**src/rtl/hpq_pkg.sv**
```systemverilog
`default_nettype none
// ----------------------------------------------------------------------------
// Heap priority queue package
// Sizes, request and response types, and the command and response records
// that pass between the controller and the row of level cells.
// ----------------------------------------------------------------------------
package hpq_pkg;

  localparam int unsigned CAPACITY = 128;
  localparam int unsigned LEVELS   = $clog2(CAPACITY + 1);
  localparam int unsigned LVL_W    = $clog2(LEVELS);
  localparam int unsigned IDX_W    = $clog2(CAPACITY);
  localparam int unsigned CNT_W    = $clog2(CAPACITY + 1);
  localparam int unsigned POS_W    = LEVELS - 1;
  localparam int unsigned ROW_W    = (LEVELS > 2) ? LEVELS - 2 : 1;
  localparam int unsigned EXT_W    = CNT_W + 1;

  typedef enum logic [1:0] {
    ACT_INSERT = 2'd0,
    ACT_POP    = 2'd1,
    ACT_REMOVE = 2'd2,
    ACT_UPDATE = 2'd3
  } action_e;

  typedef enum logic [1:0] {
    ST_OK      = 2'd0,
    ST_EMPTY   = 2'd1,
    ST_FULL    = 2'd2,
    ST_MISSING = 2'd3
  } status_e;

  typedef struct packed {
    action_e     action;
    logic [15:0] key_id;
    logic [15:0] priority_req;
  } req_t;

  typedef struct packed {
    logic [15:0] out_id;
    logic [15:0] out_priority;
    status_e     status;
    logic [7:0]  occupancy;
  } rsp_t;

  typedef struct packed {
    logic [15:0] id;
    logic [15:0] prio;
  } entry_t;

  typedef struct packed {
    logic             rd_en;
    logic             wr_en;
    logic [LVL_W-1:0] lvl;
    logic [ROW_W-1:0] row;
    logic             wr_odd;
    entry_t           wdata;
    logic [15:0]      key;
  } cell_cmd_t;

  typedef struct packed {
    entry_t even;
    entry_t odd;
    logic   hit_even;
    logic   hit_odd;
    logic   odd_gt;
  } cell_rsp_t;

  // Rows of sibling pairs held by one level of the heap.
  function automatic int unsigned lvl_rows(input int unsigned lvl);
    int unsigned first;
    int unsigned ents;
    first = (1 << lvl) - 1;
    ents  = ((CAPACITY - first) < (1 << lvl)) ? (CAPACITY - first) : (1 << lvl);
    return (ents + 1) >> 1;
  endfunction

endpackage
`default_nettype wire

```
**src/rtl/hpq_cell.sv**
```systemverilog
`default_nettype none
// ----------------------------------------------------------------------------
// Heap level cell
// Decodes the controller command for one heap level, drives the even and odd
// sibling memories of that level and compares the pair that was read.
// ----------------------------------------------------------------------------
module hpq_cell (
  input  logic [hpq_pkg::LVL_W-1:0] lvl_i,
  input  hpq_pkg::cell_cmd_t        cmd_i,
  input  hpq_pkg::entry_t           even_rd_i,
  input  hpq_pkg::entry_t           odd_rd_i,
  output logic                      even_we_o,
  output logic                      odd_we_o,
  output logic                      re_o,
  output logic [hpq_pkg::ROW_W-1:0] addr_o,
  output hpq_pkg::entry_t           wdata_o,
  output hpq_pkg::cell_rsp_t        rsp_o
);
  import hpq_pkg::*;

  logic sel;

  assign sel       = (cmd_i.lvl == lvl_i);
  assign even_we_o = sel && cmd_i.wr_en && !cmd_i.wr_odd;
  assign odd_we_o  = sel && cmd_i.wr_en && cmd_i.wr_odd;
  assign re_o      = sel && cmd_i.rd_en;
  assign addr_o    = cmd_i.row;
  assign wdata_o   = cmd_i.wdata;

  assign rsp_o.even     = even_rd_i;
  assign rsp_o.odd      = odd_rd_i;
  assign rsp_o.hit_even = (even_rd_i.id == cmd_i.key);
  assign rsp_o.hit_odd  = (odd_rd_i.id == cmd_i.key);
  assign rsp_o.odd_gt   = (odd_rd_i.prio > even_rd_i.prio);

endmodule
`default_nettype wire

```
**config.mk**
```make
export PLATFORM = sky130hd
export DESIGN_NAME = hpq_cell
export DESIGN_NICKNAME = d
export VERILOG_FILES = /design/src/rtl/hpq_pkg.sv /design/src/rtl/hpq_cell.sv
export SDC_FILE = /design/constraint.sdc
export NUM_CORES = 1
export LEC_CHECK = 0
export BUFFER_PORTS_ARGS = -buffer_cell sky130_fd_sc_hd__buf_2
export CORE_AREA = 4 4 88 90
export DETAILED_ROUTE_END_ITERATION = 10
export DIE_AREA = 0 0 92 94
export GPL_TIMING_DRIVEN = 1
export PLACE_DENSITY_LB_ADDON = 0.3
export SYNTH_ARGS = -nofsm -noshare
export SYNTH_HDL_FRONTEND = slang
export SYNTH_SLANG_ARGS = --single-unit
export TNS_END_PERCENT = 30
```
**constraint.sdc**
```tcl
create_clock -name vclk -period 2.21
set_input_delay 0.442 -clock vclk [all_inputs]
set_output_delay 0.442 -clock vclk [all_outputs]
set_load 0.005 [all_outputs]
```
Yosys cells after proc, flatten, opt, wreduce, memory -nomap -nowiden
Cells that the tools add are included.
Widths: inputs -> output; s select.
{"block": "word_totals", "in_bits": 127, "register_bits": 0, "out_inout_bits": 108, "word_cells": 9}
{"block": "op_classes", "n_eq_ne": 3, "n_reduce_logical": 5, "n_lt_le_gt_ge": 1}
{"op": "$eq 16x16->1", "count": 2}
{"op": "$gt 16x16->1", "count": 1}
{"op": "$logic_and 1x1->1", "count": 4}
{"op": "$eq 3x3->1", "count": 1}
{"op": "$logic_not 1->1", "count": 1}

Longest topological paths before layout
{"block": "logic_depth", "word_depth": 3, "depth_mapped": 6, "ltp_nobuf": 6}

Worst setup path after synthesis
Ideal clock, no wire load.
{"block": "synth_timing", "kind": "input -> output", "startpoint": "in even_rd_i[14] in the netlist's numbering", "endpoint": "out rsp_o[0] in the netlist's numbering", "path_slack_ns": 0.179, "path_stages": 6, "t_arrival_ns": 1.589, "n_path_buf": 0, "t_required_ns": 1.768, "path_cell_list": "inv_1 -> ha_1 -> a21oi_1 -> nand2_1 -> a221o_1 -> o31a_1"}
{"item": "start: declaration", "line_no": "hpq_cell.sv:10", "text": "input hpq_pkg::entry_t even_rd_i,"}
{"item": "end: declaration", "line_no": "hpq_cell.sv:17", "text": "output hpq_pkg::cell_rsp_t rsp_o"}

==> metrics <==
CP required=1.77 ns; Core Rows=31; origin of the worst min-delay path=cmd_i[46]; largest net degree at the start of global routing=4; DP HPWL=4560 um; GP Congestion=0.713; Mapped Cells=208; final hold slack=0.884 ns; Seq/Total Area, Yosys=0%; router iterations before antenna repair=3; Reg area=0 um^2; Iteration-0 DRC Markers=2; Pwr Density=188 mW/mm^2; hold crit path type=input port to output port; setup violators final=1; Worst Setup Slack, final=-0.0428 ns; DIE WIDTH=92 um; DR DRC count=0; Die Area=0.00865 mm^2; Clock buffer cells=0; Worst Setup Start Kind=input port; Pleak=1.06 nW; grt ovf=0; Layout Cells excl Fill=373; Yosys Warn Count=0; hold path cells=0; TNS Setup=-0.0428 ns; Initial Util=22.2%; Hold-fix buffers, CTS=0; area delta synth->final=30.4%; Period minus WS final=2.25 ns; Ant. Diodes=0; Cell variety after synth=21; critical path class=input port to output port; status=complete, but fails checks; area of the core=0.00706 mm^2; P_sw=0.166 mW; Data arrival, critical path=1.81 ns; GRT Total Usage=9.79%; failing checks=setup timing; cell accounting for the most synthesized area=buf_4; worst vdd rail ir drop=73.2 uV; MaxCap Viol Count=0; syn nets=351; Nets=419; drt via density=3.87; max_slew headroom=81.5%; Cells after DPL=372; internal power=0.219 mW; share of the synthesized area in the top cell type=48.9%; Fin. Hold Viols=0; die height=94 um; RSZ-0062 raised after global routing=yes; routed length per placed instance=13.0 um; Top-Level Pins=235; layout cells sized above 1=69.7%; num sequential=0; final number of max-transition violations=0; Combinational Power Share=100.0%; Worst Tran Pin Value=0.276 ns; switching share of power=43.1%; Synth area leaders=buf_4, xnor2_1, ha_1; Sequential Power Share=0%; critical path capture point type=output port; initial antenna violation count=0; Total Wirelength=4830 um; # port buffers=159; fin crit share=102%; Worst Hold Endpoint=wdata_o[30]; Clk pwr share=0%; Critical Path Fanout Max=3; global-route wire length before repair=6920 um; Cell Area, Synth=0.00157 mm^2; Routed Antenna Nets=0; highest clock rate=0.444 GHz; Syn Area/Cell=7.53 um^2; dpl ws=-0.167 ns; number of global-route vias before repair=1453; via count=1445
worst max-delay path: stages:
cell     delay, ns
buf_4         0.13
ha_4          0.23
nand4_1       0.17
nor2_1        0.06
a221o_1       0.33
o31a_1        0.31
buf_2         0.14
repair_timing:
action	4_1_cts	5_1_grt
pin swaps	14	7
setup buffers	2	0
hold endpoints to repair	0	0
setup endpoints to repair	1	1
resized for setup	40	9
worst max path at each step:
stage                  start        to  slack, ns  cells after the start
2_1_floorplan  even_rd_i[14]  rsp_o[0]       0.18                      6
3_3_place_gp   even_rd_i[14]  rsp_o[0]      -0.16                      8
3_5_place_dp   even_rd_i[14]  rsp_o[0]      -0.17                      8
4_1_cts        even_rd_i[11]  rsp_o[0]      -0.06                      8
5_1_grt        even_rd_i[12]  rsp_o[0]      -0.12                      8
6_report        odd_rd_i[15]  rsp_o[0]      -0.04                      7
stage by stage:
step                area, um^2  util (%)  power (mW)
floorplan                 1570         -       0.262
global placement          1780      25.2       0.339
detailed placement        1780      25.2       0.339
CTS                       2000      28.3       0.384
global route              2040      28.9       0.432
finish                    2040      28.9       0.385
layout by cell type (no fill, tap or decap), types with 3 or more instances in the layout:
master,n
a21oi_1,3
buf_6,10
xnor2_1,32
buf_4,11
inv_2,3
xor2_1,3
inv_1,9
nand2_1,3
inv_4,4
ha_4,10
a21oi_2,3
buf_8,3
ha_1,6
nand4_1,11
buf_2,144
logic make-up (layout without fill, tap and decap cells):
kind of cell / Yosys count / count (layout) / share of synthesized area [%]
AND/OR/NAND/NOR: 27 / 27 / 9.98
adder cells (fa/ha/maj): 16 / 16 / 12.8
buffers and inverters: 118 / 184 / 52.7
XOR/XNOR: 35 / 35 / 19.6
AO/OA/AOI/OAI: 12 / 12 / 4.95
final cells by class:
type               instances  area (um^2)
fillers                  795         5020
well taps                 99          124
inverters                 16         70.1
multi-input cells         90          888
repair buffers           168          961
power groups by stage:
stage,Clock (mW),Combinational [mW],Sequential [mW]
4_1_cts,0,0.384,0
2_1_floorplan,0,0.262,0
5_1_grt,0,0.432,0
3_5_place_dp,0,0.339,0
6_report,0,0.385,0
3_3_place_gp,0,0.339,0
per-layer routing:
layer / vias to the layer above / GRT usage, % / wire length (um)
met5: - / 0 / 0
met4: 0 / 0.619 / 29
met3: 4 / 2.48 / 671
met2: 134 / 21.7 / 2700
met1: 602 / 9.05 / 1440
li1: 705 / - / -
Yosys cell counts (all sizes together):
cell type  count
and3           1
nor2b          1
a21o           1
xnor2         32
ha            16
nand3          2
nand2          4
nor4           3
and2           2
a21oi          6
nor3           1
buf          102
o21ai          2
xor2           3
o31a           1
inv           16
nor2           2
a21boi         1
a221o          1
nand4         11
No activity file was read; power rests on OpenSTA's default activity.
