$ cat src/rtl/hpq_ram.sv
`default_nettype none
// ----------------------------------------------------------------------------
// Single-port RAM
// One access per cycle, write or registered read.
// ----------------------------------------------------------------------------
module hpq_ram #(
  parameter int unsigned DEPTH = 2,
  parameter int unsigned WIDTH = 32,
  localparam int unsigned AW = (DEPTH > 1) ? $clog2(DEPTH) : 1
) (
  input  logic             clk_i,
  input  logic             we_i,
  input  logic             re_i,
  input  logic [AW-1:0]    addr_i,
  input  logic [WIDTH-1:0] wdata_i,
  output logic [WIDTH-1:0] rdata_o
);

  logic [WIDTH-1:0] mem [DEPTH];

  always_ff @(posedge clk_i) begin
    if (we_i) begin
      mem[addr_i] <= wdata_i;
    end
    if (re_i) begin
      rdata_o <= mem[addr_i];
    end
  end

endmodule
`default_nettype wire

$ cat config.mk
export PLATFORM = sky130hd
export DESIGN_NAME = hpq_ram
export DESIGN_NICKNAME = d
export VERILOG_FILES = /design/src/rtl/hpq_ram.sv
export SDC_FILE = /design/constraint.sdc
export NUM_CORES = 1
export LEC_CHECK = 0
export BUFFER_PORTS_ARGS = -buffer_cell sky130_fd_sc_hd__buf_2
export CAP_MARGIN = 20
export CELL_PAD_IN_SITES_DETAIL_PLACEMENT = 0
export CELL_PAD_IN_SITES_GLOBAL_PLACEMENT = 2
export CORE_MARGIN = 5
export CORE_UTILIZATION = 45
export CTS_CLUSTER_DIAMETER = 100
export DETAILED_ROUTE_END_ITERATION = 10
export GPL_ROUTABILITY_DRIVEN = 0
export PLACE_DENSITY_LB_ADDON = 0.05
export SYNTH_ARGS = -nofsm -noshare
export SYNTH_HDL_FRONTEND = slang
export SYNTH_SLANG_ARGS = --single-unit
$ cat constraint.sdc
create_clock -name clk_i -period 6.8 [get_ports clk_i]
set_input_delay 0.68 -clock clk_i [delete_from_list [all_inputs] [get_ports clk_i]]
set_output_delay 0.68 -clock clk_i [all_outputs]
set_load 0.01 [all_outputs]
* After elaboration in Yosys (flattened, before gate mapping)
Memory sizes are Yosys's and may differ from the RTL's. A register that Yosys moved wholly into a read port is not among the register bits. Index checks and enable logic that the tools add are counted. Widths: inputs -> output; s select.
Storage, ports and cells: flip-flop bits (word level) 0, memory bits (writable) 64, bits of input ports 36, memories kept 1
Memory list:
- mem | words 2, width 32, rd ports 1, clocked after memory_dff 1, write ports 1, RTL line 19 | logic [WIDTH-1:0] mem [DEPTH];
Cells by class: multiplexer cells 2
Operators by type and width (number):
- $mux 1 | 2

* Longest topological paths before layout
Gate-level depths: netlist of run 1.
depth after elaboration 2, gate-level depth with buffers 3

* Worst setup path after synthesis of run 1
No wires, ideal clock.
kind input-to-reg, start point input port addr_i, end point memory mem[0][0], enable pin, arrival time 2.409 ns, required time 6.375 ns, slack 3.966 ns, stages 3, cell sequence buf_6 > buf_8 > nor2b_1
RTL lines:
- start: declaration | RTL line 14 | input logic [AW-1:0] addr_i,
- end: declaration | RTL line 19
Straight into the memory's write port.

* Worst setup path in the final report of run 1
start point input port addr_i, end point memory mem[1][25], enable pin
Straight into the memory's write port.

==> flow_summary.json, run 1 <==
{
  "status": "completed",
  "fp.dieW_um": 97.3,
  "nets": 245,
  "grt_pass1_vias": 1506,
  "synth_area_leaders": "edfxtp_1 84%, mux2_4 12%, mux2_2 1.3%",
  "die_h_um": 97.3,
  "fillers": 584,
  "dp_slack_ns": 4.30,
  "rsz0062_at_grt": "no",
  "setup.worst_path.end_class": "register",
  "grt_first_pass_wirelength_um": 7720,
  "crit_fanout": 34,
  "p_per_area_nw_per_um2": 290,
  "multiInputGateArea_um2": 487,
  "root_buffer": "clkbuf_8",
  "postSynthCellCount": 134,
  "cts_sinks": 96,
  "setup-tns-final_ns": 0,
  "htree_levels": 3,
  "ys_types": 8,
  "layout_common_cells": "96 x edfxtp_1, 67 x buf_2, 28 x mux2_4",
  "core_region_area_um2": 7330,
  "startpoint_type": "input pin",
  "via_per_inst": 4.60,
  "startpoint": "addr_i",
  "seq_area_um2": 2880,
  "numCtsBuffers": 9,
  "reg2reg_slack_ns": 5.90,
  "drt_first_pass_iters": 4,
  "totalWireLength_um": 4980,
  "synthToLayoutAreaGrowth_pct": 18.1,
  "clk_latency_ns": 0.34,
  "finalCritPeriodShare_pct": 31.0,
  "max_freq_mhz": 474,
  "r2r-end": "rdata_o[25]",
  "tritoncts": "yes",
  "post_cts_resized": 0,
  "antenna_found_initial": 0,
  "clkTransAtPathRegs_ns": 0.09,
  "endpoint": "mem[1][25]",
  "initial_core_util_pct": 46.7,
  "io_buffers": 67,
  "dieArea_um2": 9460,
  "synth_area_um2": 3430,
  "ant_nets": 0,
  "synth_top_area_share_pct": 84.1,
  "worstHoldStart": "wdata_i[15]",
  "wl_per_cell_um": 15.9,
  "drive_gt1_share_pct": 54.2,
  "p_leak_nw": 1.54,
  "placementRows": 31,
  "grt-ovfl-total": 0,
  "cap_violations": 0,
  "post-cts-setup-buffer-count": 0,
  "clock_path_buffers": 2,
  "dp.cells": 297,
  "hold_buffers": 0,
  "final_common_cell": "edfxtp_1",
  "fin_worst_skew_ns": 0.0107,
  "critPathRequiredTime_ns": 6.76,
  "ys_ff_latch": 96,
  "grt_max_degree": 35,
  "synth_top_cell_by_area": "edfxtp_1",
  "criticalPathCategory": "in2reg",
  "synth_nets": 170,
  "peakVddDrop_uv": 135,
  "top_level_ports": 68,
  "track_usage_pct": 10.8,
  "hold_viol": 0,
  "hold_class": "in2reg",
  "holdWs_ns": 0.525,
  "r2r_cells": 1,
  "crit_arrival_ns": 2.07,
  "vias": 1439,
  "yosys_warnings": 0,
  "stdcell_count": 313,
  "num_antenna_cells": 0,
  "r2r-start": "mem[0][25]",
  "period_minus_slack_ns": 2.11,
  "total_power_mw": 1.17,
  "syn_avg_cell_area_um2": 25.6,
  "report.final.slew_viol_count": 0,
  "post-route-drc-count": 0,
  "ys_seq_area_share_pct": 84.1,
  "drtIter0Drc": 40,
  "setup_slack_ns": 4.69,
  "tightest_slew_ns": 0.937,
  "setup_viol": 0,
  "relSlewSlack_pct": 37.4
}
sequential cells by signal, summed over array words and instances (netlist names):
signal and cells:
rdata_o 32, mem 64
worst max-delay path, cell delays in order:
cell and delay (ns):
buf_2 0.07, buf_4 0.50, and2_2 0.79
area by class of cell:
class,instances,share of cell area [%]
multi-input cells,34,12.0
flip-flops and latches,96,71.2
clock inverters,6,2.07
repair buffers,68,8.47
clock buffers,10,3.15
well taps,99,3.06
layer usage:
| metal | track usage, % | wire [um] | share of wire, % |
|---|---|---|---|
| met5 | 0 | 0 | 0 |
| met4 | 4.79 | 20 | 0.40 |
| met3 | 3.52 | 291 | 5.8 |
| met2 | 17.2 | 2570 | 52 |
| met1 | 13.5 | 2100 | 42 |
how the worst min path moves through the flow:
stage             endpoint  cells after the start
2_1_floorplan   rdata_o[0]                      1
3_3_place_gp   rdata_o[25]                      1
5_1_grt         mem[1][15]                      1
6_report        mem[1][15]                      1
3_5_place_dp   rdata_o[11]                      1
4_1_cts         mem[0][15]                      1
power breakdown:
part | internal [mW] | switching [mW]
combinational | 0.0411 | 0.0382
clock | 0.205 | 0.179
sequential | 0.699 | 0.0101
cell usage after synthesis (all sizes together):
master	instances
buf	4
edfxtp	96
mux2	32
and2	1
nor2b	1
cells by family after synthesis:
group	count (synthesis)	synth area share, %
buffers and inverters	4	1.93
DFF	96	84.1
muxes	32	13.6
and+or+nand+nor	2	0.365
metrics by stage:
stage	utilization (%)	instance area (um2)
after global placement	52.3	3840
after CTS	55.2	4050
after detailed placement	52.3	3840
after floorplan	-	3430
after global routing	55.2	4050
final	55.2	4050
Power figures use the tool's default switching activity.
==> run 2: changes to the inputs <==
- CORE_UTILIZATION: 45 -> 37
- clock period: 6.8 -> 1.8 ns (I/O delays scaled with it)
==> run 2 against run 1 <==
  * Final cell count grew 8.3%
  * Clock skew fell by 0.0025 ns
  * Core utilization shrank 9.0 points
  * Critical path type is now reg2out
==> flow_summary.json, run 2 (synthesis results as in run 1) <==
{
  "drt_first_pass_iters": 4,
  "fin_area_um2": 4230,
  "status": "completed",
  "cap_violations": 0,
  "clk_latency_ns": 0.35,
  "io_buffers": 67,
  "detailed_place_hpwl_um": 3750,
  "post-route-drc-count": 0,
  "report.final.slew_viol_count": 0,
  "cp_top_family": "flip-flops",
  "p_per_area_nw_per_um2": 1060,
  "drive_gt1_share_pct": 52.6,
  "dieArea_um2": 11300,
  "fin_worst_skew_ns": 0.00820,
  "synthToLayoutAreaGrowth_pct": 23.4,
  "place_area_um2": 3950,
  "clock_path_buffers": 2,
  "grt-ovfl-total": 0,
  "multiInputGateArea_um2": 487,
  "ant_nets": 0,
  "clkTransAtPathRegs_ns": 0.08,
  "hold_class": "in2reg",
  "crit_fanout": 1,
  "placementRows": 35,
  "num_antenna_cells": 0,
  "period_minus_slack_ns": 1.08,
  "layout_common_cells": "96 x edfxtp_1, 67 x buf_2, 28 x mux2_4",
  "antenna_found_initial": 0,
  "peakVddDrop_uv": 482,
  "rsz0062_at_grt": "no",
  "post_cts_resized": 0,
  "tritoncts": "yes",
  "die_h_um": 106,
  "fp.dieW_um": 106,
  "max_stage_delay_ns": 0.40,
  "vias": 1535,
  "finalCritPeriodShare_pct": 60.0,
  "criticalPathCategory": "reg2out",
  "grt_max_degree": 20,
  "hold_viol": 0,
  "numCtsBuffers": 9,
  "startpoint_type": "register",
  "largest_reg_flops": 64,
  "setup_viol": 0,
  "worstHoldStart": "wdata_i[6]",
  "setup-tns-final_ns": 0,
  "largest_register": "mem",
  "final_common_cell": "edfxtp_1",
  "grt_first_pass_wirelength_um": 8700,
  "htree_levels": 3,
  "critPathRequiredTime_ns": 1.62,
  "p_leak_nw": 1.62,
  "top_level_ports": 68,
  "totalWireLength_um": 5560,
  "tightest_slew_ns": 0.393,
  "initial_core_util_pct": 37.4,
  "seq_area_um2": 2880,
  "setup.worst_path.end_class": "output port",
  "top_regs": "mem x64, rdata_o x32",
  "cp_num_buf_inv": 1,
  "relSlewSlack_pct": 73.8,
  "core_region_area_um2": 9150,
  "track_usage_pct": 10.4,
  "nets": 259,
  "critical_path.cell_chain": "buf_2",
  "cts_sinks": 96,
  "root_buffer": "clkbuf_8",
  "via_per_inst": 4.53,
  "wl_per_cell_um": 16.4,
  "crit_arrival_ns": 0.90,
  "grt_pass1_vias": 1757,
  "startpoint": "rdata_o[25]",
  "drtIter0Drc": 39,
  "max_freq_mhz": 927,
  "fillers": 795,
  "r2r-start": "mem[0][12]",
  "slowest_stage": "edfxtp_1"
}
[run 2: cell types whose count changed in the layout (fill, tap and decap cells not counted)]
| cell | previous run | this run |
|---|---|---|
| buf_4 | 1 | 3 |
| clkinvlp_4 | 2 | 0 |
| dlygate4sd3_1 | 0 | 8 |
| clkbuf_1 | 1 | 3 |
| buf_12 | 0 | 4 |
[run 2: what timing repair did]
action / 4_1_cts / 5_1_grt
hold buffers: 6 / 2
hold endpoints to repair: 12 / 4
setup buffers: 0 / 0
[run 2: through the flow]
stage	std cells	hold slack [ns]	util [%]	power, mW	setup slack [ns]
after global routing	339	-0.00190	46.2	4.67	0.674
after detailed placement	315	0.374	43.1	3.07	0.482
after global placement	315	0.367	43.1	3.05	0.534
final	339	0.0202	46.2	4.47	0.721
after floorplan	134	0.279	-	2.90	0.0790
after CTS	337	0.000976	46.0	4.53	0.691
[run 2: routing by layer]
| layer | global-route usage [%] | up-vias | part of all wire, % |
|---|---|---|---|
| met5 | 0 | - | 0 |
| met4 | 4.16 | 0 | 1.5 |
| met3 | 4.01 | 6 | 6.9 |
| met2 | 17.9 | 43 | 52 |
| met1 | 11.5 | 772 | 39 |
| li1 | - | 714 | - |
[run 2: report_power, final]
part | leakage (nW) | switching, mW | internal [mW]
clock network | 0.102 | 0.674 | 0.779
registers | 0.914 | 0.0370 | 2.64
logic | 0.604 | 0.156 | 0.186
total | 1.62 | 0.867 | 3.60
[run 2: path summary, 6_finish.rpt]
| path | cells past startpoint | slack (ns) | to |
|---|---|---|---|
| worst min-delay path | 1 | 0.02 | mem[0][6] |
| worst max register to register | 1 | 0.90 | rdata_o[12] |
| worst max-delay path | 1 | 0.72 | rdata_o[25] |
| worst min register to register | 1 | 0.55 | rdata_o[20] |
[run 2: area by class of cell]
type,count,area share (%)
Timing Repair Buffer,82,12.2
Sequential cell,96,68.1
Multi-Input combinational cell,34,11.5
Clock buffer,12,3.19
Clock inverter,4,1.63
Tap cell,111,3.28
==> run 3: changes to the inputs <==
- ABC_AREA: unset -> 1
- CORE_UTILIZATION: 37 -> 38
- clock period: 1.8 -> 1 ns (I/O delays scaled with it)
==> run 3 against run 2 <==
  * Synthesized cell count increased by 52%
  * Sequential cell count unchanged
  * Largest power group unchanged
  * Combinational power increased by 85%
  * The run now ends with negative setup slack left
  * Die area decreased by 3.8%
  * Via count increased by 21%
==> flow_summary.json, run 3 <==
{
  "yosys.area_share.simple_pct": 11.7,
  "peakVddDrop_uv": 888,
  "synth_area_leaders": "edfxtp_1 85%, nand2_1 9.7%, nand2_2 1.9%",
  "track_usage_pct": 11.6,
  "tightest_slew_ns": 0.308,
  "grt_pass1_vias": 1988,
  "critical_path.cell_chain": "buf_6",
  "period_minus_slack_ns": 1.00,
  "ys_seq_area_share_pct": 85.5,
  "final_common_cell": "edfxtp_1",
  "nets": 351,
  "syn_avg_cell_area_um2": 16.5,
  "fin_worst_skew_ns": 0.0105,
  "cp_num_buf_inv": 1,
  "top_regs": "mem x64, rdata_o x32",
  "clk_latency_ns": 0.34,
  "detailed_place_hpwl_um": 3550,
  "max_stage_delay_ns": 0.42,
  "antenna_found_initial": 0,
  "synth_common_cells": "96 x edfxtp_1, 87 x nand2_1, 10 x nand2_2",
  "synthToLayoutAreaGrowth_pct": 31.4,
  "grt-ovfl-total": 0,
  "largest_reg_flops": 64,
  "relSlewSlack_pct": 79.5,
  "grt_max_degree": 33,
  "die_h_um": 104,
  "drt_first_pass_iters": 4,
  "post-cts-setup-buffer-count": 0,
  "reg2reg_slack_ns": 0.25,
  "wl_per_cell_um": 13.5,
  "r2r-end": "rdata_o[8]",
  "whs_endpoint": "rdata_o[30]",
  "startpoint_type": "register",
  "p_leak_nw": 1.78,
  "synth_fa_ha_area_share_pct": 0,
  "muxShareOfSynthArea_pct": 0,
  "synth_top_family_by_area": "simple AND/OR/NAND/NOR gates",
  "synth_top_area_share_pct": 85.5,
  "clock_path_buffers": 2,
  "drtIter0Drc": 65,
  "root_buffer": "clkbuf_8",
  "cap_violations": 0,
  "synth-main-ff-cell": "edfxtp_1",
  "initial_core_util_pct": 38.9,
  "fillers": 765,
  "r2r-start": "mem[0][8]",
  "synth_compound_area_share_pct": 0,
  "status": "finished, violations left",
  "r2r_cells": 2,
  "totalWireLength_um": 5790,
  "placementRows": 34,
  "worstHoldStart": "re_i",
  "clkTransAtPathRegs_ns": 0.09,
  "dieArea_um2": 10900,
  "report.final.slew_viol_count": 0,
  "synth_top_cell_by_area": "edfxtp_1",
  "stdcell_count": 428,
  "dp.cells": 380,
  "postSynthCellCount": 204,
  "ys_types": 9,
  "layout_common_cells": "96 x edfxtp_1, 86 x nand2_1, 66 x buf_2",
  "via_per_inst": 4.34,
  "synth.most_common_cell": "edfxtp_1",
  "grt_first_pass_wirelength_um": 9830,
  "ys_ff_latch": 96,
  "synth_area_um2": 3370,
  "cts_sinks": 96,
  "htree_levels": 3,
  "vias": 1857,
  "synth_nets": 240,
  "setup_viol": 1,
  "synth_edf_count": 96,
  "synth-async-reset-ratio_pct": 0,
  "crit_fanout": 1,
  "holdWs_ns": 0.216,
  "hold_viol": 0,
  "post-route-drc-count": 0,
  "setup_slack_ns": -0.00354,
  "yosys_warnings": 0,
  "setup.worst_path.end_class": "output port",
  "criticalPathCategory": "reg2out",
  "violations": "negative setup slack",
  "numCtsBuffers": 9,
  "rsz0062_at_grt": "yes",
  "fp.dieW_um": 104,
  "critPathRequiredTime_ns": 0.90,
  "ant_nets": 0,
  "p_per_area_nw_per_um2": 1830,
  "hold_class": "in2reg",
  "finalCritPeriodShare_pct": 100,
  "core_region_area_um2": 8680,
  "tritoncts": "yes",
  "io_buffers": 67,
  "max_freq_mhz": 996,
  "crit_arrival_ns": 0.90,
  "drive_gt1_share_pct": 32.2,
  "synth_xor_area_share_pct": 0,
  "num_antenna_cells": 0,
  "largest_register": "mem",
  "cp_top_family": "flip-flops",
  "top_level_ports": 68,
  "min_path_cells": 2,
  "slowest_stage": "edfxtp_1",
  "setup-tns-final_ns": -0.00354
}
-- run 3: final cells by class --
class	instances	area [um2]	share of cell area [%]
flip-flops and latches	96	2880	65.1
inverters	3	20.0	0.452
multi-input cells	98	408	9.21
clock inverters	6	83.8	1.89
repair buffers	107	772	17.4
well taps	108	135	3.05
clock buffers	10	128	2.88
-- run 3: how the worst max path moves through the flow --
stage               startpoint    endpoint  cells past startpoint
floorplan               addr_i   mem[0][0]                      3
global placement        addr_i   mem[1][0]                      4
detailed placement      addr_i   mem[1][0]                      4
CTS                 rdata_o[3]  rdata_o[3]                      1
global route        rdata_o[3]  rdata_o[3]                      1
finish              rdata_o[3]  rdata_o[3]                      1
-- run 3: logic make-up (layout without fill, tap and decap cells) --
family	Yosys count	count (layout)
flops	96	96
simple gates	98	98
buf+inv	10	126
-- run 3: timing repair --
action,in CTS,in global routing
hold endpoints to repair,64,0
resized for setup,0,1
endpoints found under the setup margin,4,22
hold buffers,32,0
-- run 3: per-stage QoR --
| step | util, % | instance area, um2 | power, mW | worst slack, ns |
|---|---|---|---|---|
| final | 51.0 | 4430 | 8.08 | -0.00354 |
| after global placement | 44.8 | 3890 | 5.45 | 0.00630 |
| after global routing | 51.0 | 4430 | 8.49 | -0.0584 |
| after CTS | 51.0 | 4420 | 8.21 | -0.0196 |
| after floorplan | - | 3400 | 5.17 | -0.232 |
| after detailed placement | 44.8 | 3890 | 5.45 | -0.00433 |
-- run 3: per-layer routing --
layer	global-route usage [%]	vias to the layer above	wire length [um]
met5	0	-	0
met4	4.44	0	89
met3	3.41	8	289
met2	19.5	47	2890
met1	14.1	873	2520
li1	-	929	-
-- run 3: report_power, final --
group | switching, mW | leakage (nW) | internal, mW
Sequential | 0.0644 | 0.918 | 4.74
Combinational | 0.337 | 0.763 | 0.294
Clock | 1.25 | 0.0999 | 1.40
